File: config.mk
export PLATFORM = sky130hd
export DESIGN_NAME = db_to_color_gradient
export DESIGN_NICKNAME = d
export VERILOG_FILES = /design/src/rtl/core/dbcg_pkg.sv /design/src/rtl/core/dbcg_norm.sv /design/src/rtl/core/dbcg_div.sv /design/src/rtl/core/dbcg_interp.sv /design/src/rtl/core/db_to_color_gradient.sv
export SDC_FILE = /design/constraint.sdc
export NUM_CORES = 2
export LEC_CHECK = 0
export ABC_AREA = 1
export ABC_CLOCK_PERIOD_IN_PS = 8930
export BUFFER_PORTS_ARGS = -buffer_cell sky130_fd_sc_hd__buf_2
export CORE_MARGIN = 4
export CORE_UTILIZATION = 65
export DETAILED_ROUTE_END_ITERATION = 12
export PLACE_DENSITY = 0.91
export SLEW_MARGIN = 20
export SYNTH_ARGS = -nofsm -noshare
export SYNTH_HDL_FRONTEND = slang
export SYNTH_SLANG_ARGS = --single-unit
File: constraint.sdc
create_clock -name clk -period 8.93 [get_ports clk]
set_clock_uncertainty 0.2 [all_clocks]
set_input_delay 0.4465 -clock clk [delete_from_list [all_inputs] [get_ports clk]]
set_output_delay 0.4465 -clock clk [all_outputs]
set_load 0.1 [all_outputs]
File: src/rtl/core/dbcg_pkg.sv
// ----------------------------------------------------------------------------
// dbcg_pkg
// Types, color stops and helpers of the dB to color gradient pipeline.
// ----------------------------------------------------------------------------
`default_nettype none

package dbcg_pkg;

  // Quotient bits of the normalized fraction, one divider stage per bit
  localparam int QW         = 16;
  localparam int DIV_STAGES = QW;
  localparam int SEGMENTS   = 5;

  // Fraction t: 16 fraction bits, 1.0 needs bit 16
  localparam logic [16:0] ONE_Q16 = 17'h10000;

  // Register indexes of the configuration port
  localparam logic [1:0] CFG_MIN_DB = 2'd0;
  localparam logic [1:0] CFG_MAX_DB = 2'd1;

  // Reset values: -2240 and -640 sixteenths of a dB
  localparam logic [15:0] MIN_DB_RESET = 16'hF740;
  localparam logic [15:0] MAX_DB_RESET = 16'hFD80;

  // Color stops, index 0 is black and index SEGMENTS the top color
  localparam logic [SEGMENTS:0][7:0] STOP_R =
    {8'd235, 8'd235, 8'd40, 8'd10, 8'd8, 8'd0};
  localparam logic [SEGMENTS:0][7:0] STOP_G =
    {8'd40, 8'd220, 8'd200, 8'd120, 8'd8, 8'd0};
  localparam logic [SEGMENTS:0][7:0] STOP_B =
    {8'd30, 8'd40, 8'd90, 8'd180, 8'd90, 8'd0};

  // Channel select
  localparam logic [1:0] CH_R = 2'd0;
  localparam logic [1:0] CH_G = 2'd1;
  localparam logic [1:0] CH_B = 2'd2;

  // How t is formed once the quotient is known
  typedef enum logic [1:0] {
    T_DIV,
    T_ZERO,
    T_ONE
  } tmode_t;

  // Normalize stage to divider
  typedef struct packed {
    tmode_t      mode;
    logic [15:0] d;
    logic [15:0] span;
  } norm_t;

  // Divider to interpolator
  typedef struct packed {
    tmode_t        mode;
    logic [QW-1:0] quo;
  } quot_t;

  // Channel value of one color stop
  function automatic logic [7:0] stop_chan(input logic [2:0] k, input logic [1:0] ch);
    logic [7:0] v;
    v = 8'd0;
    if (k <= 3'(SEGMENTS)) begin
      case (ch)
        CH_R:    v = STOP_R[k];
        CH_G:    v = STOP_G[k];
        CH_B:    v = STOP_B[k];
        default: v = 8'd0;
      endcase
    end
    return v;
  endfunction

endpackage

`default_nettype wire

File: src/rtl/core/dbcg_norm.sv
// ----------------------------------------------------------------------------
// dbcg_norm
// Offsets the magnitude and the range by min_db and sorts out the clamped
// and degenerate cases before the divider.
// ----------------------------------------------------------------------------
`default_nettype none

module dbcg_norm
  import dbcg_pkg::*;
(
  input  wire logic        clk,
  input  wire logic        rst,
  input  wire logic        in_valid,
  output      logic        in_ready,
  input  wire logic [15:0] magnitude_db,
  input  wire logic [15:0] min_db,
  input  wire logic [15:0] max_db,
  output      logic        out_valid,
  input  wire logic        out_ready,
  output      norm_t       out_data
);

  logic signed [16:0] d;
  logic signed [16:0] span;
  logic signed [16:0] d_minus_span;
  norm_t              data_next;

  // Offsets against the bottom of the range
  assign d            = $signed({magnitude_db[15], magnitude_db}) - $signed({min_db[15], min_db});
  assign span         = $signed({max_db[15], max_db}) - $signed({min_db[15], min_db});
  assign d_minus_span = $signed({magnitude_db[15], magnitude_db}) - $signed({max_db[15], max_db});

  // Pick the way t is formed
  always_comb begin
    data_next.d    = d[15:0];
    data_next.span = span[15:0];
    if (span <= 17'sd0) begin
      data_next.mode = d[16] ? T_ZERO : T_ONE;
    end else if (d <= 17'sd0) begin
      data_next.mode = T_ZERO;
    end else if (!d_minus_span[16]) begin
      data_next.mode = T_ONE;
    end else begin
      data_next.mode = T_DIV;
    end
  end

  assign in_ready = !out_valid || out_ready;

  // Advance when the stage is empty or drains
  always_ff @(posedge clk) begin
    if (rst) begin
      out_valid <= 1'b0;
    end else if (in_ready) begin
      out_valid <= in_valid;
    end
    if (in_ready) begin
      out_data <= data_next;
    end
  end

endmodule

`default_nettype wire

File: src/rtl/core/dbcg_div.sv
// ----------------------------------------------------------------------------
// dbcg_div
// Pipelined restoring divider: t = floor(d * 2^16 / span) for 0 < d < span,
// one quotient bit per stage.
// ----------------------------------------------------------------------------
`default_nettype none

module dbcg_div
  import dbcg_pkg::*;
(
  input  wire logic  clk,
  input  wire logic  rst,
  input  wire logic  in_valid,
  output      logic  in_ready,
  input  wire norm_t in_data,
  output      logic  out_valid,
  input  wire logic  out_ready,
  output      quot_t out_data
);

  typedef struct packed {
    tmode_t        mode;
    logic [15:0]   rem;
    logic [15:0]   span;
    logic [QW-1:0] quo;
  } div_t;

  logic [DIV_STAGES-1:0] vld;
  logic [DIV_STAGES-1:0] rdy;
  div_t                  data [DIV_STAGES];

  for (genvar s = 0; s < DIV_STAGES; s++) begin : g_stage
    div_t        cur;
    div_t        data_next;
    logic        prev_valid;
    logic        next_ready;
    logic [16:0] rem2;
    logic [16:0] diff;

    // Feed from the input or the previous stage
    if (s == 0) begin : g_first
      assign cur.mode   = in_data.mode;
      assign cur.rem    = in_data.d;
      assign cur.span   = in_data.span;
      assign cur.quo    = '0;
      assign prev_valid = in_valid;
    end else begin : g_mid
      assign cur        = data[s-1];
      assign prev_valid = vld[s-1];
    end

    if (s == DIV_STAGES - 1) begin : g_last
      assign next_ready = out_ready;
    end else begin : g_inner
      assign next_ready = rdy[s+1];
    end

    assign rdy[s] = !vld[s] || next_ready;

    // One restoring step: the remainder stays below span
    assign rem2 = {cur.rem, 1'b0};
    assign diff = rem2 - {1'b0, cur.span};

    always_comb begin
      data_next.mode = cur.mode;
      data_next.span = cur.span;
      data_next.quo  = {cur.quo[QW-2:0], !diff[16]};
      data_next.rem  = diff[16] ? rem2[15:0] : diff[15:0];
    end

    always_ff @(posedge clk) begin
      if (rst) begin
        vld[s] <= 1'b0;
      end else if (rdy[s]) begin
        vld[s] <= prev_valid;
      end
      if (rdy[s]) begin
        data[s] <= data_next;
      end
    end
  end

  assign in_ready      = rdy[0];
  assign out_valid     = vld[DIV_STAGES-1];
  assign out_data.mode = data[DIV_STAGES-1].mode;
  assign out_data.quo  = data[DIV_STAGES-1].quo;

endmodule

`default_nettype wire

File: src/rtl/core/dbcg_interp.sv
// ----------------------------------------------------------------------------
// dbcg_interp
// Finds the gradient segment that holds t and interpolates red, green and
// blue between its two stops. Two register stages, the second drives the
// output ports.
// ----------------------------------------------------------------------------
`default_nettype none

module dbcg_interp
  import dbcg_pkg::*;
(
  input  wire logic       clk,
  input  wire logic       rst,
  input  wire logic       in_valid,
  output      logic       in_ready,
  input  wire quot_t      in_data,
  output      logic       out_valid,
  input  wire logic       out_ready,
  output      logic [7:0] red,
  output      logic [7:0] green,
  output      logic [7:0] blue
);

  logic        vld1;
  logic        rdy1;
  logic        rdy2;
  logic [16:0] t;
  logic [18:0] t5;
  logic [2:0]  seg_next;
  logic [16:0] u_next;
  logic [2:0]  seg;
  logic [16:0] u;
  logic [7:0]  chan_next [3];

  // Form t from the quotient or the clamped cases
  always_comb begin
    case (in_data.mode)
      T_DIV:   t = {1'b0, in_data.quo};
      T_ONE:   t = ONE_Q16;
      default: t = 17'd0;
    endcase
  end

  assign t5 = {t, 2'b00} + {2'b00, t};

  // Take the first segment whose upper stop is at or above t
  always_comb begin
    seg_next = 3'(SEGMENTS);
    for (int k = SEGMENTS; k >= 1; k--) begin
      if (t5 <= {3'(k), 16'h0000}) begin
        seg_next = 3'(k);
      end
    end
    u_next = 17'(t5 - {seg_next - 3'd1, 16'h0000});
  end

  // Interpolate each channel: a + u * (b - a), keep the integer part
  for (genvar c = 0; c < 3; c++) begin : g_chan
    logic [7:0]         a;
    logic [7:0]         b;
    logic signed [8:0]  delta;
    logic signed [26:0] prod;
    logic signed [26:0] num;

    assign a     = stop_chan(seg - 3'd1, 2'(c));
    assign b     = stop_chan(seg, 2'(c));
    assign delta = $signed({1'b0, b}) - $signed({1'b0, a});
    assign prod  = $signed({10'b0, u}) * $signed({{18{delta[8]}}, delta});
    assign num   = $signed({3'b000, a, 16'h0000}) + prod;
    assign chan_next[c] = num[23:16];
  end

  assign rdy2     = !out_valid || out_ready;
  assign rdy1     = !vld1 || rdy2;
  assign in_ready = rdy1;

  // Segment stage
  always_ff @(posedge clk) begin
    if (rst) begin
      vld1 <= 1'b0;
    end else if (rdy1) begin
      vld1 <= in_valid;
    end
    if (rdy1) begin
      seg <= seg_next;
      u   <= u_next;
    end
  end

  // Color stage, hold while the receiver stalls
  always_ff @(posedge clk) begin
    if (rst) begin
      out_valid <= 1'b0;
    end else if (rdy2) begin
      out_valid <= vld1;
    end
    if (rdy2) begin
      red   <= chan_next[0];
      green <= chan_next[1];
      blue  <= chan_next[2];
    end
  end

endmodule

`default_nettype wire

File: src/rtl/core/db_to_color_gradient.sv
// ----------------------------------------------------------------------------
// db_to_color_gradient
// Maps a spectrum magnitude in dB to an RGB pixel through a five segment
// piecewise linear color gradient.
// ----------------------------------------------------------------------------
// Usage:
//   Input requests carry magnitude_db (signed, sixteenths of a dB) on
//   in_valid / in_ready; every request gives one pixel on out_valid /
//   out_ready with red, green and blue.
//   min_db and max_db are written on the cfg_valid / cfg_ready channel
//   (cfg_index 0 and 1, other indexes are dropped); cfg_ready is always high.
//   Write them only while no request is in flight.
//   Stages: one normalize stage, sixteen divider stages (one
//   quotient bit each) and two interpolation stages.
//   Throughput is one request per cycle while the receiver does not stall.
//   Each stage advances when it is empty or its successor advances, so a
//   stalled receiver only backs up the pipeline once every stage is full;
//   bubbles are squeezed out and in_ready stays high until then.
//   Reset empties the pipeline and loads min_db = -2240 and max_db = -640.
// ----------------------------------------------------------------------------
`default_nettype none

module db_to_color_gradient
  import dbcg_pkg::*;
(
  input  wire logic        clk,
  input  wire logic        rst,
  input  wire logic        in_valid,
  output      logic        in_ready,
  input  wire logic [15:0] magnitude_db,
  output      logic        out_valid,
  input  wire logic        out_ready,
  output      logic [7:0]  red,
  output      logic [7:0]  green,
  output      logic [7:0]  blue,
  input  wire logic        cfg_valid,
  output      logic        cfg_ready,
  input  wire logic [1:0]  cfg_index,
  input  wire logic [15:0] cfg_data
);

  logic [15:0] min_db;
  logic [15:0] max_db;

  logic        norm_valid;
  logic        norm_ready;
  norm_t       norm_data;
  logic        quot_valid;
  logic        quot_ready;
  quot_t       quot_data;

  assign cfg_ready = 1'b1;

  // Range registers
  always_ff @(posedge clk) begin
    if (rst) begin
      min_db <= MIN_DB_RESET;
      max_db <= MAX_DB_RESET;
    end else if (cfg_valid && cfg_ready) begin
      case (cfg_index)
        CFG_MIN_DB: min_db <= cfg_data;
        CFG_MAX_DB: max_db <= cfg_data;
        default:    ;
      endcase
    end
  end

  dbcg_norm u_norm (
    .clk          (clk),
    .rst          (rst),
    .in_valid     (in_valid),
    .in_ready     (in_ready),
    .magnitude_db (magnitude_db),
    .min_db       (min_db),
    .max_db       (max_db),
    .out_valid    (norm_valid),
    .out_ready    (norm_ready),
    .out_data     (norm_data)
  );

  dbcg_div u_div (
    .clk       (clk),
    .rst       (rst),
    .in_valid  (norm_valid),
    .in_ready  (norm_ready),
    .in_data   (norm_data),
    .out_valid (quot_valid),
    .out_ready (quot_ready),
    .out_data  (quot_data)
  );

  dbcg_interp u_interp (
    .clk       (clk),
    .rst       (rst),
    .in_valid  (quot_valid),
    .in_ready  (quot_ready),
    .in_data   (quot_data),
    .out_valid (out_valid),
    .out_ready (out_ready),
    .red       (red),
    .green     (green),
    .blue      (blue)
  );

endmodule

`default_nettype wire

# --- Word level (Yosys, flattened, before mapping) ---
# Memory sizes are Yosys's and may differ from the RTL's. A register that Yosys moved wholly into a read port is not among the register bits.
# Cells that the tools add are included.
# Widths: inputs -> output; s select.
classes:
  muxes: 72
  n_reduce_logical: 58
  n_eq_ne: 2
  n_addsub: 29
  mul: 3
  magnitude_cmp: 10
ops:
  columns: ["op", "n"]
  rows:
  - ["$sub 17x16->17", 16]
  - ["$mux 16", 16]
  - ["$mux 8", 12]
  - ["$add 24x24->24", 3]
  - ["$mul 18x9->24", 3]
  - ["$sub 16x16->17", 3]
  - ["$le 19x18->1 const B", 2]
  - ["$logic_not 1->1", 35]
  - ["$le 17x1->1 const B", 2]
  - ["$pmux 17 s2", 1]
  - ["$mux 1", 33]
  - ["$sub 8x8->9", 3]
  - ["$add 19x17->19", 1]
  - ["$le 19x17->1 const B", 1]
  - ["$le 19x19->1 const B", 1]
  - ["$logic_or 1x1->1", 19]
  - ["$mux 3", 6]
  - ["$sub 17x17->17", 1]
  - ["$lt 3x4->1 const B", 2]
  - ["$mux 2", 4]
  - ["$le 3x3->1 const B", 2]
  - ["$logic_not 2->1", 2]
  - ["$reduce_and 2->1", 2]
  - ["$sub 3x1->3 const B", 1]
  - ["other kinds (3)", 3]
totals:
  romBits: 384
  register_bits: 129
  out_inout_bits: 27
  inputBits: 39
  ramBits: 800
  memories: 7
  elab_cells: 210
memory_table:
  columns: ["memory", "words", "width", "rd", "rd_ports_with_merged_regs", "wr", "line_no", "text"]
  rows:
  - ["u_div.data", 16, 50, 16, 0, 16, "dbcg_div.sv:30", "div_t data [DIV_STAGES];"]
  - ["(no name shown)", 8, 8, 1, 0, 0, "dbcg_pkg.sv:65", "CH_G: v = STOP_G[k];"]
  - ["(no name shown)", 8, 8, 1, 1, 0, "dbcg_pkg.sv:64", "CH_R: v = STOP_R[k];"]
  - ["(no name shown)", 8, 8, 1, 1, 0, "dbcg_pkg.sv:65", null]
  - ["(no name shown)", 8, 8, 1, 0, 0, "dbcg_pkg.sv:64", null]
  - ["(no name shown)", 8, 8, 1, 0, 0, "dbcg_pkg.sv:66", "CH_B: v = STOP_B[k];"]
  - ["1 more memories", null, null, null, null, null, null, null]

# --- Logic depth before layout (Yosys ltp) ---
depth:
  word_depth: 21
  ltp_mapped: 40
  mapped_depth_nobuf: 40

# --- Cells and area by module ---
# A second synthesis with hierarchy kept.
hier_totals:
  hier_cells: 6293
  hier_area_um2: 57313.7
modules_own_cells:
  columns: ["mod", "n_inst", "area_per_inst_um2", "cells_per_inst", "seq_area_each_um2"]
  rows:
  - ["dbcg_div", 1, 35549.1, 3374, 19779.0]
  - ["dbcg_interp", 1, 16587.2, 2194, 1361.3]
  - ["dbcg_norm", 1, 3766.1, 546, 1041.0]
  - ["db_to_color_gradient", 1, 1411.4, 179, 640.6]

# --- Worst setup path after synthesis ---
# OpenSTA, ideal clock, no wires.
synth_timing:
  path_type: "register -> register"
  start: "register u_interp.seg[0]"
  end: "register u_interp.blue[6] (data pin)"
  t_arrival_ns: 7.047
  path_buffers: 0
  synth_period_minus_slack_ns: 7.505
  path_slack_ns: 1.425
  required_time_ns: 8.472
  path_stages_with_launch: 38
  setup_ns: 0.258
  cell_sequence: "edfxtp_1 inv_1 ha_1 inv_1 ha_1 or2_1 nand2_1 nor2_1 inv_1 ha_1 inv_1 o31ai_1 inv_1 nand2_1 nand2_1 inv_1 nand2_1 fa_1 [... 2 more ...] fa_1 inv_1 fa_1 fa_1 inv_1 ha_1 a21oi_1 o21a_1 nand2_1 nand3_1 nand2_1 nand2_1 nand2_1 a21oi_1 inv_1 nand2_1 nand2_1 xor2_1"
synth_between:
  elab_chain_cells: 7
  elab_cells_between_ends: 10
  cone_classes: "add/sub: 3; mul: 1; order compare: 2; mux: 3; memory: 1"
synth_rtl:
  columns: ["element", "line_no", "text"]
  rows:
  - ["start, declared", "dbcg_interp.sv:31", "logic [2:0] seg;"]
  - ["start signal, assigned", "dbcg_interp.sv:85", "seg <= seg_next;"]
  - ["$sub 3x1->3", "dbcg_interp.sv:65", "assign a = stop_chan(seg - 3'd1, 2'(c));"]
  - ["$mem_v2 8x8", null, null]
  - ["$mux 8 (implied by the code)", "dbcg_pkg.sv:66", null]
  - ["$mux 8", "dbcg_pkg.sv:62", "if (k <= 3'(SEGMENTS)) begin"]
  - ["$sub 8x8->9", "dbcg_interp.sv:67", "assign delta = $signed({1'b0, b}) - $signed({1'b0, a});"]
  - ["$mul 18x9->24", "dbcg_interp.sv:68", "assign prod = $signed({10'b0, u}) * $signed({{18{delta[8]}}, delta});"]
  - ["$add 24x24->24 (*)", "dbcg_interp.sv:69", "assign num = $signed({3'b000, a, 16'h0000}) + prod;"]
  - ["net u_interp.g_chan[2].num[22]", "dbcg_interp.sv:63", "logic signed [26:0] num;"]
  - ["end signal, assigned", "dbcg_interp.sv:100", "blue <= chan_next[2];"]
  - ["end, declared", "dbcg_interp.sv:21", "output logic [7:0] blue"]
# The timed path passes the listed nets; every way through them passes the cells marked *. The select of a mux whose other input is x is not followed.
# A chain may end at the register's enable or synchronous reset.

# --- Final worst setup path ---
layout_timing:
  start: "register u_interp.seg[0]"
  end: "register u_interp.blue[7] (data pin)"
# The elaborated chain is that of the path after synthesis.

==> summary.md <==
| Metric | Value |
|---|---|
| Reg2reg path depth | 30 |
| Req. time, crit path | 9.12 ns |
| Clock sink total | 777 |
| # setup viols final | 0 |
| Post-DP HPWL | 92.4 mm |
| Met2 Usage GRT | 50.7% |
| Design Area, Final | 0.0589 mm² |
| Worst reg2reg path endpoint | u_interp.blue[7]$_DFFE_PP_ |
| Min-delay src | rst |
| Number of global-route vias before repair | 42200 |
| Sequential fraction of the synthesis area | 41.8% |
| Main combinational cell family by area after synthesis | adder cells |
| Synth Area in Compound Gates | 8.94% |
| Fill cell count | 5534 |
| Post-Synth XOR/XNOR Area | 4.03% |
| Die area | 0.0886 mm² |
| EDFF count, synth | 726 |
| Distinct cells, synth | 58 |
| Global route overflow | 0 |
| Worst slew pin tran | 1.06 ns |
| Worst slack, placed | 0.474 ns |
| Die Ht | 298 µm |
| Pin count of the biggest net entering global routing | 50 |
| Crit-path max FO | 14 |
| Grt met3 use | 5.41% |
| GR Util met1 | 33.5% |
| Max Fclk | 118 MHz |
| Diode count | 0 |
| Post-Synth Adder-Cell Area | 22.1% |
| Outcome | finished clean |
| Busiest grt layer | met2 |
| Unrepaired setup endpoints after global routing | no |
| Vias post-DR | 41000 |
| H-Tree Depth | 3 |
| Yosys warnings | 0 |
| #FFs+latches synth | 777 |
| Post-route setup slack | 0.483 ns |
| CTS buffer count | 83 |
| Startpoint types | flop |
| Critical path launch point | u_interp.seg[0]$_DFFE_PP_ |
| Post-synthesis cell area | 0.0546 mm² |
| Reg2Reg Setup Slack | 0.48 ns |
| Initial antenna violation count | 3 |
| Slew HR | 29.5% |
| FF-to-FF Start | u_interp.seg[0]$_DFFE_PP_ |
| Worst hold stages | 2 |
| Register Area | 0.0228 mm² |
| Asr flop ratio synth | 0% |
| Cell repeated most along the worst path | inv_1 |
| CTS Buffer Depth | 3 |
| Crit-path max cell delay | 0.57 ns |
| First-pass GRT wire length | 206 mm |
| Wire per inst | 18.0 µm |
| Clk_lat worst skew | 0.66 ns |
| Simple-gate area share of the yosys netlist | 14.4% |
| CTS Root Cell | clkbuf_16 |
| Mux share of post-synthesis cell area | 0% |
| Setup TNS Final | 0 ns |
| Max-capacitance violation count | 0 |
| Row Count | 105 |
| Max-slew violation count | 0 |
| Area of the multi-input gates | 0.0270 mm² |
| Final ANT Viol Nets | 0 |
| Synth Area per Inst | 9.38 µm² |
| DRT Pass-1 Iters | 8 |
| Area delta synth->final | 8.02% |
| Final min period | 8.45 ns |
| Post-Syn Instances | 5819 |
| Worst Hold Endpoint | u_div.g_stage[7].prev_valid$_SDFFE_PP0P_ |
| Final Hold Viols | 0 |
| Hold Crit Class | in -> reg |
| Final Util | 71.3% |
| Syn Nets | 6641 |
| Setup Buffers After CTS | 0 |
| Worst Path Class, Setup | reg -> reg |
| Slowest cell on the critical path | fa_1 |
| Share of layout cells above drive strength 1 | 4.79% |
| Reg clk slew, reported paths | 0.06 ns |
| Vias/cell | 5.82 |
| Total Wirelength | 127 mm |
| Placer Congestion | 0.968 |
| Remaining DRCs | 0 |
| Num ports | 66 |
| Critical Path End Type | flop |
| Starting Density | 66.0% |
| Predominant post-synthesis flop cell | edfxtp_1 |
| Placed Area | 0.0559 mm² |
| Tcrit/Tclk final | 94.6% |
| Core area | 0.0826 mm² |
| CTS tree | done |
| Die W | 298 µm |
| Final Net Count | 6720 |
| Initial DRC count | 3592 |
| Worst EP arrival | 8.64 ns |
| Gr usage total | 28.5% |
| Port Buffers | 64 |
[repair_timing]
item | 4_1_cts | 5_1_grt
resized for setup | 0 | 2
endpoints found under the setup margin | 0 | 1
hold buffers | 17 | 0
hold endpoints to repair | 33 | 0
[worst max path at each step]
stage | to | slack [ns] | depth (start not counted)
3_5_place_dp | u_interp.blue[7]$_DFFE_PP_ | 0.47 | 30
5_1_grt | u_interp.blue[6]$_DFFE_PP_ | 0.14 | 37
3_3_place_gp | u_interp.blue[6]$_DFFE_PP_ | 0.66 | 35
2_1_floorplan | u_interp.blue[6]$_DFFE_PP_ | 1.42 | 37
4_1_cts | u_interp.blue[7]$_DFFE_PP_ | 0.48 | 30
6_report | u_interp.blue[7]$_DFFE_PP_ | 0.48 | 30
[final cells by class]
type                       instances  share of cell area [%]
timing repair buffer             110                    1.20
inverter                        1128                    7.18
tap                             1070                    2.27
clock inverter                    55                    1.11
multi-input combinational       3798                    45.9
clock buffer                      97                    3.63
sequential                       777                    38.7
[critical path: cells and delay by family (launching register included)]
family | cells | cell delay [ns]
and+or+nand+nor | 8 | 1.55
buffers and inverters | 9 | 1.30
adders and majority gates | 9 | 3.94
xor gates and xnor gates | 2 | 0.28
DFF | 1 | 0.38
AOI/OAI and AO/OA | 2 | 0.57
[placed cells by master, fill, tap and decap left out, types with 17 or more instances in the layout]
master | netlist | layout
nand3b_1 | 18 | 18
o21ai_0 | 321 | 321
a21o_1 | 39 | 39
buf_2 | 37 | 64
inv_1 | 1125 | 1124
fa_1 | 304 | 304
nand4_1 | 32 | 32
dfxtp_1 | 51 | 51
a21boi_0 | 23 | 23
xor2_1 | 144 | 144
ha_1 | 479 | 479
nor3_1 | 31 | 30
edfxtp_1 | 726 | 726
nand3_1 | 228 | 224
nor4_1 | 17 | 17
o211ai_1 | 27 | 27
nor2_1 | 422 | 422
dlygate4sd3_1 | 0 | 17
clkbuf_16 | 0 | 83
xnor2_1 | 105 | 105
nand2_1 | 1106 | 1104
o21ai_2 | 19 | 19
buf_4 | 5 | 29
o31ai_1 | 20 | 19
a21oi_1 | 351 | 350
[routing by layer]
metal	vias up	part of all wire (%)	wire, µm
met3	520	8.2	10400
li1	19200	-	-
met4	2	4.9	6230
met2	1899	50	63100
met1	19400	37	46800
met5	-	0.0095	12
[flip-flops by register name, summed over array words and instances (netlist names), 3 cells and up]
name / count
u_interp.green: 8
u_interp.seg: 3
u_div.g_stage.prev_valid: 15
u_interp.u: 17
u_norm.out_data: 34
u_interp.red: 8
min_db: 16
u_interp.blue: 8
max_db: 16
u_div.data: 648
[cell usage after synthesis (11+ instances only)]
master     number  area (µm²)
a21boi_0       23         173
a21o_1         39         293
a21oi_1       351        1760
buf_2          37         185
clkbuf_1       67         251
dfxtp_1        51        1020
edfxtp_1      726       21800
fa_1          304        6090
ha_1          479        5990
inv_1        1125        4220
nand2_1      1106        4150
nand3_1       228        1140
nand3b_1       18         135
nand4_1        32         200
nor2_1        422        1580
nor3_1         31         155
nor4_1         17         106
o2111ai_1      13         114
o211ai_1       27         203
o21ai_0       321        1610
o21ai_2        19         166
o21bai_1       11        82.6
o31ai_1        20         150
xnor2_1       105         920
xor2_1        144        1260
[stage by stage]
stage | std cells | hold slack, ns
finish | 7035 | 0.0722
global route | 7035 | 0.0773
CTS | 7035 | 0.0357
detailed placement | 6866 | 0.205
global placement | 6866 | 0.201
floorplan | 5819 | 0.200
[cell families (layout without fill, tap and decap cells)]
group,after synthesis,in the layout
and+or+nand+nor,1896,1896
other,1,1
xor gates and xnor gates,250,250
buffers and inverters,1244,1390
DFF,777,777
AOI/OAI and AO/OA,868,868
adders and majority gates,783,783
Power is left out: the tool's default activity adds up to more than one toggle a clock period on the data nets, which glitch-free logic cannot reach.
